===== config.mk =====
export PLATFORM = sky130hd
export DESIGN_NAME = cartridge_bank_mapper_unit
export DESIGN_NICKNAME = d
export VERILOG_FILES = /design/src/sv/cbm_pkg.sv /design/src/sv/cbm_bank_regs.sv /design/src/sv/cbm_addr_map.sv /design/src/sv/cartridge_bank_mapper_unit.sv
export SDC_FILE = /design/constraint.sdc
export NUM_CORES = 1
export LEC_CHECK = 0
export ABC_CLOCK_PERIOD_IN_PS = 2140
export BUFFER_PORTS_ARGS = -buffer_cell sky130_fd_sc_hd__buf_2
export CORE_MARGIN = 1.5
export CORE_UTILIZATION = 50
export CTS_BUF_LIST = sky130_fd_sc_hd__clkbuf_8 sky130_fd_sc_hd__clkbuf_16
export DETAILED_ROUTE_END_ITERATION = 10
export PLACE_DENSITY = 0.75
export SYNTH_ARGS = -nofsm -noshare
export SYNTH_HDL_FRONTEND = slang
export SYNTH_SLANG_ARGS = --single-unit

===== constraint.sdc =====
create_clock -name clk -period 2.14 [get_ports clk]
set_input_delay 0.428 -clock clk [delete_from_list [all_inputs] [get_ports clk]]
set_output_delay 0.428 -clock clk [all_outputs]
set_load 0.05 [all_outputs]

===== src/sv/cbm_pkg.sv =====
`timescale 1ns / 1ps
`default_nettype none
// ----------------------------------------------------------------------------
// cbm_pkg: shared types and constants of the cartridge bank mapper
// item layouts, configuration and bank state types, code constants and
// the small size decode functions
// ----------------------------------------------------------------------------
package cbm_pkg;

	// command codes
	localparam logic CMD_READ  = 1'b0;
	localparam logic CMD_WRITE = 1'b1;

	// controller kinds
	localparam logic [1:0] KIND_NONE = 2'd0;
	localparam logic [1:0] KIND_MBC1 = 2'd1;
	localparam logic [1:0] KIND_MBC3 = 2'd2;
	localparam logic [1:0] KIND_MBC5 = 2'd3;

	// configuration register indexes
	localparam logic [1:0] CFG_KIND     = 2'd0;
	localparam logic [1:0] CFG_ROM_SIZE = 2'd1;
	localparam logic [1:0] CFG_RAM_SIZE = 2'd2;
	localparam logic [1:0] CFG_RUMBLE   = 2'd3;

	// ram size codes
	localparam logic [2:0] RAM_NONE = 3'd0;
	localparam logic [2:0] RAM_2K   = 3'd1;
	localparam logic [2:0] RAM_8K   = 3'd2;
	localparam logic [2:0] RAM_32K  = 3'd3;
	localparam logic [2:0] RAM_128K = 3'd4;
	localparam logic [2:0] RAM_64K  = 3'd5;

	// result regions
	localparam logic [1:0] REGION_ROM   = 2'd0;
	localparam logic [1:0] REGION_RAM   = 2'd1;
	localparam logic [1:0] REGION_OTHER = 2'd2;
	localparam logic [1:0] REGION_OFF   = 2'd3;

	// register windows below 0x8000, picked by address bits 14:13
	localparam logic [1:0] WIN_RAM_EN   = 2'd0;
	localparam logic [1:0] WIN_ROM_BANK = 2'd1;
	localparam logic [1:0] WIN_RAM_BANK = 2'd2;
	localparam logic [1:0] WIN_MODE     = 2'd3;

	// 0xa000-0xbfff sits at address bits 15:13 == 101
	localparam logic [2:0] CART_RAM_TOP = 3'b101;
	localparam logic [3:0] RAM_ENABLE_KEY = 4'ha;

	localparam int ROM_OFS_W  = 14;
	localparam int RAM_OFS_W  = 13;
	localparam int CFG_DATA_W = 4;
	localparam int PHYS_W     = 23;

	typedef struct packed {
		logic        command;
		logic [15:0] address;
		logic [7:0]  write_data;
	} cbm_in_t;

	typedef struct packed {
		logic [1:0]        region;
		logic [PHYS_W-1:0] physical_address;
		logic              store_write;
		logic              read_all_ones;
	} cbm_out_t;

	typedef struct packed {
		logic [1:0] controller_kind;
		logic [3:0] rom_size_code;
		logic [2:0] ram_size_code;
		logic       rumble_cart;
	} cbm_cfg_t;

	typedef struct packed {
		logic [7:0] rom_bank;
		logic [3:0] ram_page;
		logic [6:0] mbc1_bits;
		logic       ram_enabled;
		logic       banking_mode;
	} cbm_bank_t;

	// rom bank mask: 2 << code banks, codes 7 and up give the full byte
	function automatic logic [7:0] rom_mask_f(input logic [3:0] code);
		logic [7:0] m;
		if (code >= 4'd7) begin
			m = 8'hff;
		end else begin
			m = 8'hff >> (3'd7 - code[2:0]);
		end
		return m;
	endfunction

	// ram bank mask, zero when the ram holds one bank or less
	function automatic logic [3:0] ram_mask_f(input logic [2:0] code);
		logic [3:0] m;
		unique case (code)
			RAM_32K:  m = 4'h3;
			RAM_128K: m = 4'hf;
			RAM_64K:  m = 4'h7;
			default:  m = 4'h0;
		endcase
		return m;
	endfunction

	// offset inside the 8 KiB window lies within the ram
	function automatic logic ram_in_range_f(input logic [2:0] code,
			input logic [RAM_OFS_W-1:0] ofs);
		logic ok;
		case (code) inside
			RAM_2K:                             ok = (ofs[12:11] == 2'b00);
			RAM_8K, RAM_32K, RAM_128K, RAM_64K: ok = 1'b1;
			default:                            ok = 1'b0;
		endcase
		return ok;
	endfunction

endpackage
`default_nettype wire


===== src/sv/cbm_bank_regs.sv =====
`timescale 1ns / 1ps
`default_nettype none
// ----------------------------------------------------------------------------
// cbm_bank_regs: bank register file
// decodes register writes of the item in stage 1 and gives the bank state
// as it stands after that item; the state is committed when the item moves on
// ----------------------------------------------------------------------------
module cbm_bank_regs (
	input  wire logic              clk,
	input  wire logic              arst_n,
	input  wire cbm_pkg::cbm_cfg_t cfg,
	input  wire cbm_pkg::cbm_in_t  item_s1,
	input  wire logic              advance,
	output cbm_pkg::cbm_bank_t     bank_after
);
	import cbm_pkg::*;

	cbm_bank_t  bank_q;
	cbm_bank_t  nxt;
	logic [7:0] rmask;
	logic [3:0] bmask;
	logic [7:0] rom_val;
	logic [4:0] mbc1_low;
	logic [3:0] ram_val;
	logic       ram_sel;
	logic       mbc1_apply;
	logic       is_mbc1;

	assign rmask   = rom_mask_f(cfg.rom_size_code);
	assign bmask   = ram_mask_f(cfg.ram_size_code);
	assign is_mbc1 = (cfg.controller_kind == KIND_MBC1);

	always_comb begin
		nxt        = bank_q;
		rom_val    = item_s1.write_data;
		mbc1_low   = item_s1.write_data[4:0];
		ram_val    = 4'd0;
		ram_sel    = 1'b0;
		mbc1_apply = 1'b0;

		if (cfg.controller_kind == KIND_MBC3) begin
			rom_val = {1'b0, item_s1.write_data[6:0]};
		end
		if (rom_val == 8'd0) begin
			rom_val = 8'd1;
		end
		if (mbc1_low == 5'd0) begin
			mbc1_low = 5'd1;
		end

		if (item_s1.command == CMD_WRITE && !item_s1.address[15]
				&& cfg.controller_kind != KIND_NONE) begin
			unique case (item_s1.address[14:13])
				WIN_RAM_EN: begin
					nxt.ram_enabled = (item_s1.write_data[3:0] == RAM_ENABLE_KEY);
				end
				WIN_ROM_BANK: begin
					if (is_mbc1) begin
						nxt.mbc1_bits = {bank_q.mbc1_bits[6:5], mbc1_low};
						mbc1_apply    = 1'b1;
					end else begin
						nxt.rom_bank = rom_val & rmask;
					end
				end
				WIN_RAM_BANK: begin
					if (is_mbc1) begin
						nxt.mbc1_bits = {item_s1.write_data[1:0], bank_q.mbc1_bits[4:0]};
						mbc1_apply    = 1'b1;
					end else begin
						ram_sel = 1'b1;
						ram_val = cfg.rumble_cart ? {1'b0, item_s1.write_data[2:0]}
							: item_s1.write_data[3:0];
					end
				end
				WIN_MODE: begin
					if (is_mbc1) begin
						nxt.banking_mode = item_s1.write_data[0];
						mbc1_apply       = 1'b1;
					end
				end
				default: ;
			endcase
		end

		// mbc1: mode 1 splits the 7 bits into rom low bits and ram bank
		if (mbc1_apply) begin
			ram_sel = 1'b1;
			if (nxt.banking_mode) begin
				nxt.rom_bank = {3'b000, nxt.mbc1_bits[4:0]} & rmask;
				ram_val      = {2'b00, nxt.mbc1_bits[6:5]};
			end else begin
				nxt.rom_bank = {1'b0, nxt.mbc1_bits} & rmask;
				ram_val      = 4'd0;
			end
		end

		// small ram keeps its bank
		if (ram_sel && bmask != 4'd0) begin
			nxt.ram_page = ram_val & bmask;
		end
	end

	assign bank_after = nxt;

	always_ff @(posedge clk or negedge arst_n) begin
		if (!arst_n) begin
			bank_q.rom_bank     <= 8'd1;
			bank_q.ram_page     <= 4'd0;
			bank_q.mbc1_bits    <= 7'd1;
			bank_q.ram_enabled  <= 1'b0;
			bank_q.banking_mode <= 1'b0;
		end else if (advance) begin
			bank_q <= nxt;
		end
	end

endmodule
`default_nettype wire


===== src/sv/cbm_addr_map.sv =====
`timescale 1ns / 1ps
`default_nettype none
// ----------------------------------------------------------------------------
// cbm_addr_map: address decode and mapping
// turns a bus access and the bank state into region, physical address and
// the write and read flags
// ----------------------------------------------------------------------------
module cbm_addr_map (
	input  wire cbm_pkg::cbm_cfg_t  cfg,
	input  wire cbm_pkg::cbm_in_t   item_s1,
	input  wire cbm_pkg::cbm_bank_t bank,
	output cbm_pkg::cbm_out_t       result
);
	import cbm_pkg::*;

	logic [15:0] addr;
	logic        ram_ok;

	assign addr   = item_s1.address;
	assign ram_ok = bank.ram_enabled && ram_in_range_f(cfg.ram_size_code, addr[12:0]);

	always_comb begin
		result = '0;
		if (!addr[15]) begin
			result.region = REGION_ROM;
			if (!addr[14]) begin
				result.physical_address = {7'd0, addr};
			end else begin
				result.physical_address = {1'b0, bank.rom_bank, addr[ROM_OFS_W-1:0]};
			end
		end else if (addr[15:13] == CART_RAM_TOP) begin
			if (ram_ok) begin
				result.region           = REGION_RAM;
				result.physical_address = {6'd0, bank.ram_page, addr[RAM_OFS_W-1:0]};
			end else begin
				result.region = REGION_OFF;
			end
		end else begin
			result.region           = REGION_OTHER;
			result.physical_address = {7'd0, addr};
		end

		if (item_s1.command == CMD_WRITE) begin
			result.store_write = (result.region == REGION_RAM)
				|| (result.region == REGION_OTHER);
		end else begin
			result.read_all_ones = (result.region == REGION_OFF);
		end
	end

endmodule
`default_nettype wire


===== src/sv/cartridge_bank_mapper_unit.sv =====
`timescale 1ns / 1ps
`default_nettype none
// ----------------------------------------------------------------------------
// cartridge_bank_mapper_unit: cartridge memory bank controller
// pipeline: input register, then result register; throughput: one item
//   per cycle while out_stall does not hold the result register
// the bank registers are updated as an item leaves stage 1, so the next
//   item already sees them
// reset: configuration clears to zero, rom bank 1, ram bank 0, ram disabled
// ----------------------------------------------------------------------------
module cartridge_bank_mapper_unit (
	input  wire logic                             clk,
	input  wire logic                             arst_n,
	// access items
	input  wire logic                             in_valid,
	output logic                                  in_stall,
	input  wire cbm_pkg::cbm_in_t                 in_item,
	// mapped results
	output logic                                  out_valid,
	input  wire logic                             out_stall,
	output cbm_pkg::cbm_out_t                     out_item,
	// configuration writes
	input  wire logic                             cfg_valid,
	output logic                                  cfg_ready,
	input  wire logic [1:0]                       cfg_index,
	input  wire logic [cbm_pkg::CFG_DATA_W-1:0]   cfg_data
);
	import cbm_pkg::*;

	cbm_cfg_t  cfg_q;
	cbm_in_t   item_s1;
	logic      valid_s1;
	cbm_out_t  result_s2;
	logic      valid_s2;
	cbm_bank_t bank_after;
	cbm_out_t  result;
	logic      out_free;
	logic      advance;

	// config writes are always taken
	assign cfg_ready = 1'b1;

	always_ff @(posedge clk or negedge arst_n) begin
		if (!arst_n) begin
			cfg_q <= '0;
		end else if (cfg_valid) begin
			unique case (cfg_index)
				CFG_KIND:     cfg_q.controller_kind <= cfg_data[1:0];
				CFG_ROM_SIZE: cfg_q.rom_size_code   <= cfg_data;
				CFG_RAM_SIZE: cfg_q.ram_size_code   <= cfg_data[2:0];
				CFG_RUMBLE:   cfg_q.rumble_cart     <= cfg_data[0];
				default: ;
			endcase
		end
	end

	// result register is free when empty or being taken this cycle
	assign out_free = !valid_s2 || !out_stall;
	// stage 1 item moves on to the result register
	assign advance  = valid_s1 && out_free;
	// stage 1 can take a new item when it is empty or moving on
	assign in_stall = valid_s1 && !out_free;

	always_ff @(posedge clk or negedge arst_n) begin
		if (!arst_n) begin
			valid_s1 <= 1'b0;
		end else if (!in_stall) begin
			valid_s1 <= in_valid;
		end
	end

	always_ff @(posedge clk) begin
		if (in_valid && !in_stall) begin
			item_s1 <= in_item;
		end
	end

	// bank registers, read-modify for the item in stage 1
	cbm_bank_regs u_regs (
		.clk        (clk),
		.arst_n     (arst_n),
		.cfg        (cfg_q),
		.item_s1    (item_s1),
		.advance    (advance),
		.bank_after (bank_after)
	);

	// mapping uses the bank state after this item's own write
	cbm_addr_map u_map (
		.cfg     (cfg_q),
		.item_s1 (item_s1),
		.bank    (bank_after),
		.result  (result)
	);

	// result register
	always_ff @(posedge clk or negedge arst_n) begin
		if (!arst_n) begin
			valid_s2 <= 1'b0;
		end else if (out_free) begin
			valid_s2 <= valid_s1;
		end
	end

	always_ff @(posedge clk) begin
		if (advance) begin
			result_s2 <= result;
		end
	end

	assign out_valid = valid_s2;
	assign out_item  = result_s2;

endmodule
`default_nettype wire


Word-level counts from Yosys, hierarchy flattened
Index checks and enable logic that the tools add are counted.
{"block": "classes", "n_eq_ne": 18, "n_lt_le_gt_ge": 1, "reduce_logical": 27, "bitwise": 4, "addsub": 1, "muxes": 38, "shift": 1}
{"operator": "2-to-1 mux 8 bit", "n": 8}
{"operator": "2-to-1 mux 25 bit", "n": 2}
{"operator": "2-to-1 mux 4 bit", "n": 6}
{"operator": "2-to-1 mux 22 bit", "n": 1}
{"operator": "2-to-1 mux 17 bit", "n": 1}
{"operator": "== test 2 bit (second input constant)", "n": 7}
{"operator": "case mux 7 bit (2 select lines)", "n": 1}
{"operator": "2-to-1 mux 1 bit", "n": 12}
{"operator": "case mux 4 bit (3 select lines)", "n": 1}
{"operator": "2-to-1 mux 5 bit", "n": 2}
{"operator": "== test 3 bit (second input constant)", "n": 3}
{"operator": "2-to-1 mux 9 bit", "n": 1}
{"operator": "AND 5 x 8 -> 8 bit", "n": 1}
{"operator": "AND 7 x 8 -> 8 bit", "n": 1}
{"operator": "AND 8 bit", "n": 1}
{"operator": "== test 2 x 1 -> 1 bit (second input constant)", "n": 4}
{"operator": "zero test 8 bit", "n": 1}
{"operator": "AND reduction 2 bit", "n": 4}
{"operator": "right shift 8 x 3 -> 8 bit (first input constant)", "n": 1}
{"operator": "logical AND 1 bit", "n": 7}
{"operator": "2-to-1 mux 7 bit", "n": 1}
{"operator": "== test 3 x 2 -> 1 bit (second input constant)", "n": 2}
{"operator": "zero test 2 bit", "n": 3}
{"operator": "zero test 1 bit", "n": 5}
{"operator": "12 further kinds", "n": 14}
{"block": "word_totals", "output_inout_bits": 30, "in_bits": 36, "regBits": 85, "word_cells": 108}

Logic depth before layout (Yosys ltp)
{"block": "depth", "depth_word": 14, "mapped_depth": 9, "mapped_depth_nobuf": 8}

Cells and area by module
From an unflattened synthesis, not the netlist that was laid out.
{"block": "unflattened", "cells_unflattened": 326, "area_unflattened_um2": 4045.1}
{"mod": "cartridge_bank_mapper_unit", "area_per_inst_um2": 2054.5, "seq_area_each_um2": 1861.8, "n_inst": 1, "cells_each": 86}
{"mod": "cbm_bank_regs", "area_per_inst_um2": 1662.8, "seq_area_each_um2": 528.0, "n_inst": 1, "cells_each": 193}
{"mod": "cbm_addr_map", "area_per_inst_um2": 327.8, "seq_area_each_um2": 0.0, "n_inst": 1, "cells_each": 47}

Least setup slack after synthesis
No wires, ideal clock.
{"block": "synth_timing", "path_kind": "register -> register", "startpoint": "register valid_s2 (netlist: out_valid)", "endpoint": "register u_regs.bank_q[17] in the netlist's numbering", "setup_ns": 0.135, "period_less_slack_ns": 2.547, "stages_incl_launch_ff": 8, "t_arrival_ns": 2.412, "slack_ns": -0.407, "path_buffers": 1, "required_time_ns": 2.005, "path_cell_list": "dfrtp_1 nand2_1 nand2_1 inv_1 clkbuf_1 o21ai_0 nand2_1 o21ai_0"}
{"block": "synth_via", "elab_chain_len": 3}
{"item": "start: declaration", "line": "cartridge_bank_mapper_unit.sv:34", "rtl": "logic valid_s2;"}
{"item": "start signal: assignment", "line": "cartridge_bank_mapper_unit.sv:101", "rtl": "valid_s2 <= valid_s1;"}
{"item": "zero test 1 bit", "line": "cartridge_bank_mapper_unit.sv:58", "rtl": "assign out_free = !valid_s2 || !out_stall;"}
{"item": "logical OR 1 bit", "line": "cartridge_bank_mapper_unit.sv:58"}
{"item": "logical AND 1 bit", "line": "cartridge_bank_mapper_unit.sv:60", "rtl": "assign advance = valid_s1 && out_free;"}
{"item": "via advance", "line": "cartridge_bank_mapper_unit.sv:38", "rtl": "logic advance;"}
{"item": "end signal: assignment", "line": "cbm_bank_regs.sv:113", "rtl": "bank_q <= nxt;"}
{"item": "end: declaration", "line": "cbm_bank_regs.sv:18", "rtl": "cbm_bank_t bank_q;"}
The timed path passes the listed nets, and every way through them passes these cells.
A chain may end at the register's enable or synchronous reset.

==> results.ini <==
[status]
status = finished, final reports clean

[synth]
synth_top_family_by_area = simple AND/OR/NAND/NOR gates
synthMuxAreaShare = 0.0504
async_flop_share = 0.393
ys_seq_area_frac = 0.617
ys_ff_latch = 84
syn_avg_cell_area_um2 = 12.3
synth_cell_type_count = 65
syn_inst = 310
synth_fa_ha_area_frac = 0.0164
synth-xor-area-share = 0
synthesis.nets = 351
synth_warnings = 0
netlist_area_um2 = 3830
yosys.area_share.simple = 0.154
ys.flop_type = edfxtp_1
synth_edf_count = 51
synth_compound_gate_area_share = 0.133

[worst_setup_path]
cp_max_fo = 4
startpoint_type = flip-flop
cp-end-kind = flip-flop
r2r_cells = 8
r2r_slack_ns = 0.06
r2r_start = item_s1[22]$_DFFE_PP_
required_ns = 2.22
cp_data_arrival_time_ns = 2.16
r2r-end = out_item[17]$_DFFE_PP_
criticalPathCategory = flip-flop to flip-flop

[cts]
cts_root_buffer = clkbuf_8
cts_tree = done
cts_buffers = 9
clock_path_buffers = 2
ctsHoldBuffers = 0
cts-htree-levels = 3
path_clk_slew_ns = 0.09
clkSinkCount = 84
insertion_delay_ns = 0.36

[floorplan]
row_count = 31
start_util = 0.522
fp.coreArea_um2 = 7330
die_w_um = 90.5
die-area_um2 = 8190
die_h_um = 90.5
io_pins = 66

[sta]
slew_headroom = 0.481
rsz0062_at_grt = true
post-route-period-util = 0.971
tightest_slew_ns = 0.778
setup_ws_ns = 0.0627
fin_crit_ns = 2.08
fin_tns_setup_ns = 0
finalClockSkew_ns = 0.0102
setup_viol = 0
hold_violations = 0
clock.fmax_mhz = 481
maxSlewViolCount = 0

[pwr]
switching_power_uw = 1280
clkPwrFrac = 0.277
ir_worst_vdd_uv = 527
power_uw = 4160
cellInternalPower_uw = 2880
power_per_cell_area_nw_per_um2 = 865
seqPwrFrac = 0.497
p_leak_uw = 0.00198
netSwitchingFraction = 0.307
power_frac_comb = 0.225

[place]
place_ws_ns = -0.0265
port_buffers = 63
gp_congestion = 0.900
dp_hpwl_um = 6270
numPlacedInstances = 502

[cells_and_area]
n_antenna_cell = 0
layoutNonFillerInstCount = 518
num-fill-cells = 577
layout-drive-gt1-share = 0.391
areaGrowthSynthToFinish_pct = 25.7
layout.nets = 455

[route]
vias = 2852
firstDrtPassIters = 5
wire_per_inst_um = 16.5
drc = 0
ant_nets = 0
wirelength_um = 8550
viasPerCell = 5.51
drt_iter0_markers = 255

[global_routing]
grt_start_max_net_pins = 34
grt_pass1_vias = 2788
antenna_found_initial = 0
track_usage = 0.221
globalRoute.totalOverflow = 0
grt_pass1_wl_um = 13900

[hold_path]
hold_path_class = primary input to async pin

[flow_run]
cap_violations = 0

-- cell usage in the layout (no fill, tap or decap), types with 3 or more instances in the layout --
| master | instances |
|---|---|
| and2_1 | 16 |
| inv_6 | 3 |
| mux2_2 | 14 |
| buf_2 | 63 |
| edfxtp_1 | 51 |
| ha_2 | 3 |
| a32o_1 | 3 |
| clkbuf_8 | 9 |
| buf_4 | 42 |
| nor2b_1 | 4 |
| o31ai_1 | 3 |
| o21ai_0 | 17 |
| or3_1 | 3 |
| nand2_1 | 39 |
| nand2b_1 | 4 |
| nand3b_1 | 3 |
| nor2_1 | 11 |
| a31oi_1 | 3 |
| a21oi_1 | 7 |
| nand3_1 | 6 |
| inv_1 | 10 |
| dfrtp_1 | 31 |
| nand4b_1 | 3 |
-- registers in the layout, summed over array words and instances (netlist names) --
name / count
cfg_q: 10
item_s1: 25
out_item: 26
out_valid: 1
u_regs.bank_q: 21
valid_s1: 1
-- cells by family (layout without fill, tap and decap cells) --
kind of cell,count (synthesis),count (layout)
and+or+nand+nor,110,110
buffers and inverters,23,132
DFF,84,84
other,2,2
adders and majority gates,5,5
AOI/OAI and AO/OA,69,69
muxes,17,17
-- through the flow --
| stage | hold slack, ns | util | area [µm²] |
|---|---|---|---|
| after CTS | 0.167 | 0.647 | 4740 |
| after global placement | 0.467 | 0.616 | 4520 |
| final | 0.143 | 0.656 | 4810 |
| after global routing | 0.196 | 0.656 | 4810 |
| after detailed placement | 0.470 | 0.616 | 4520 |
| after floorplan | 0.132 | - | 3830 |
-- worst max-delay path by stage --
stage,from,endpoint,cells past startpoint
CTS,item_s1[22]$_DFFE_PP_,u_regs.bank_q[10]$_DFFE_PN0P_,7
detailed placement,item_s1[22]$_DFFE_PP_,out_item[1]$_SDFFCE_PN0P_,8
floorplan,item_s1[22]$_DFFE_PP_,out_item[1]$_SDFFCE_PN0P_,8
finish,item_s1[22]$_DFFE_PP_,out_item[17]$_DFFE_PP_,8
global placement,item_s1[0]$_DFFE_PP_,out_item[1]$_SDFFCE_PN0P_,7
global route,item_s1[0]$_DFFE_PP_,out_item[1]$_SDFFCE_PN0P_,7
-- Yosys cell counts (all sizes together) (3+ instances only) --
cell type	n	area share
a21oi	9	0.012
a31oi	5	0.0082
a32o	3	0.0078
and2	16	0.026
buf	6	0.011
clkbuf	6	0.0059
dfrtp	31	0.20
edfxtp	51	0.40
ha	5	0.016
inv	11	0.011
mux2	15	0.045
nand2	40	0.040
nand2b	6	0.0098
nand3	6	0.0078
nand3b	3	0.0059
nand4b	3	0.0069
nor2	12	0.012
nor2b	4	0.0065
nor3	3	0.0052
nor4	3	0.0065
o21ai	19	0.025
o31ai	3	0.0059
or3	3	0.0049
-- power groups by stage --
stage	combinational, µW	clock (µW)	sequential, µW
final	937	1150	2070
after global routing	1020	1240	2100
after detailed placement	904	0	2090
after global placement	882	0	2090
after floorplan	439	0	2230
after CTS	911	1180	2070
-- worst max-delay path, stage by stage (launching register included) --
cell and delay [ns]:
edfxtp_1 0.42, inv_1 0.11, ha_2 0.28, buf_4 0.14, nand4b_1 0.17, nor2_2 0.09
a21o_1 0.22, a31oi_2 0.25, o32ai_2 0.12
-- repair_timing --
| action | 4_1_cts | 5_1_grt |
|---|---|---|
| resized for setup | 4 | 17 |
| setup buffers | 0 | 0 |
| endpoints found under the setup margin | 10 | 26 |
| pin swaps | 0 | 2 |
-- layout make-up --
cell class,count,area (µm²),share of cell area
Clock buffer,9,124,0.0258
Inverter,11,41.3,0.00858
Tap cell,99,124,0.0258
Multi-Input combinational cell,203,1450,0.301
Timing Repair Buffer,105,631,0.131
Sequential cell,84,2360,0.491
Clock inverter,7,81.3,0.0169
-- per-layer routing --
layer	wire length (µm)	up-vias	global-route usage
met5	0	-	0
met2	4190	125	0.360
met1	3680	1353	0.294
met4	187	0	0.0860
met3	494	20	0.0412
li1	-	1354	-
No activity file was read; power rests on OpenSTA's default activity.
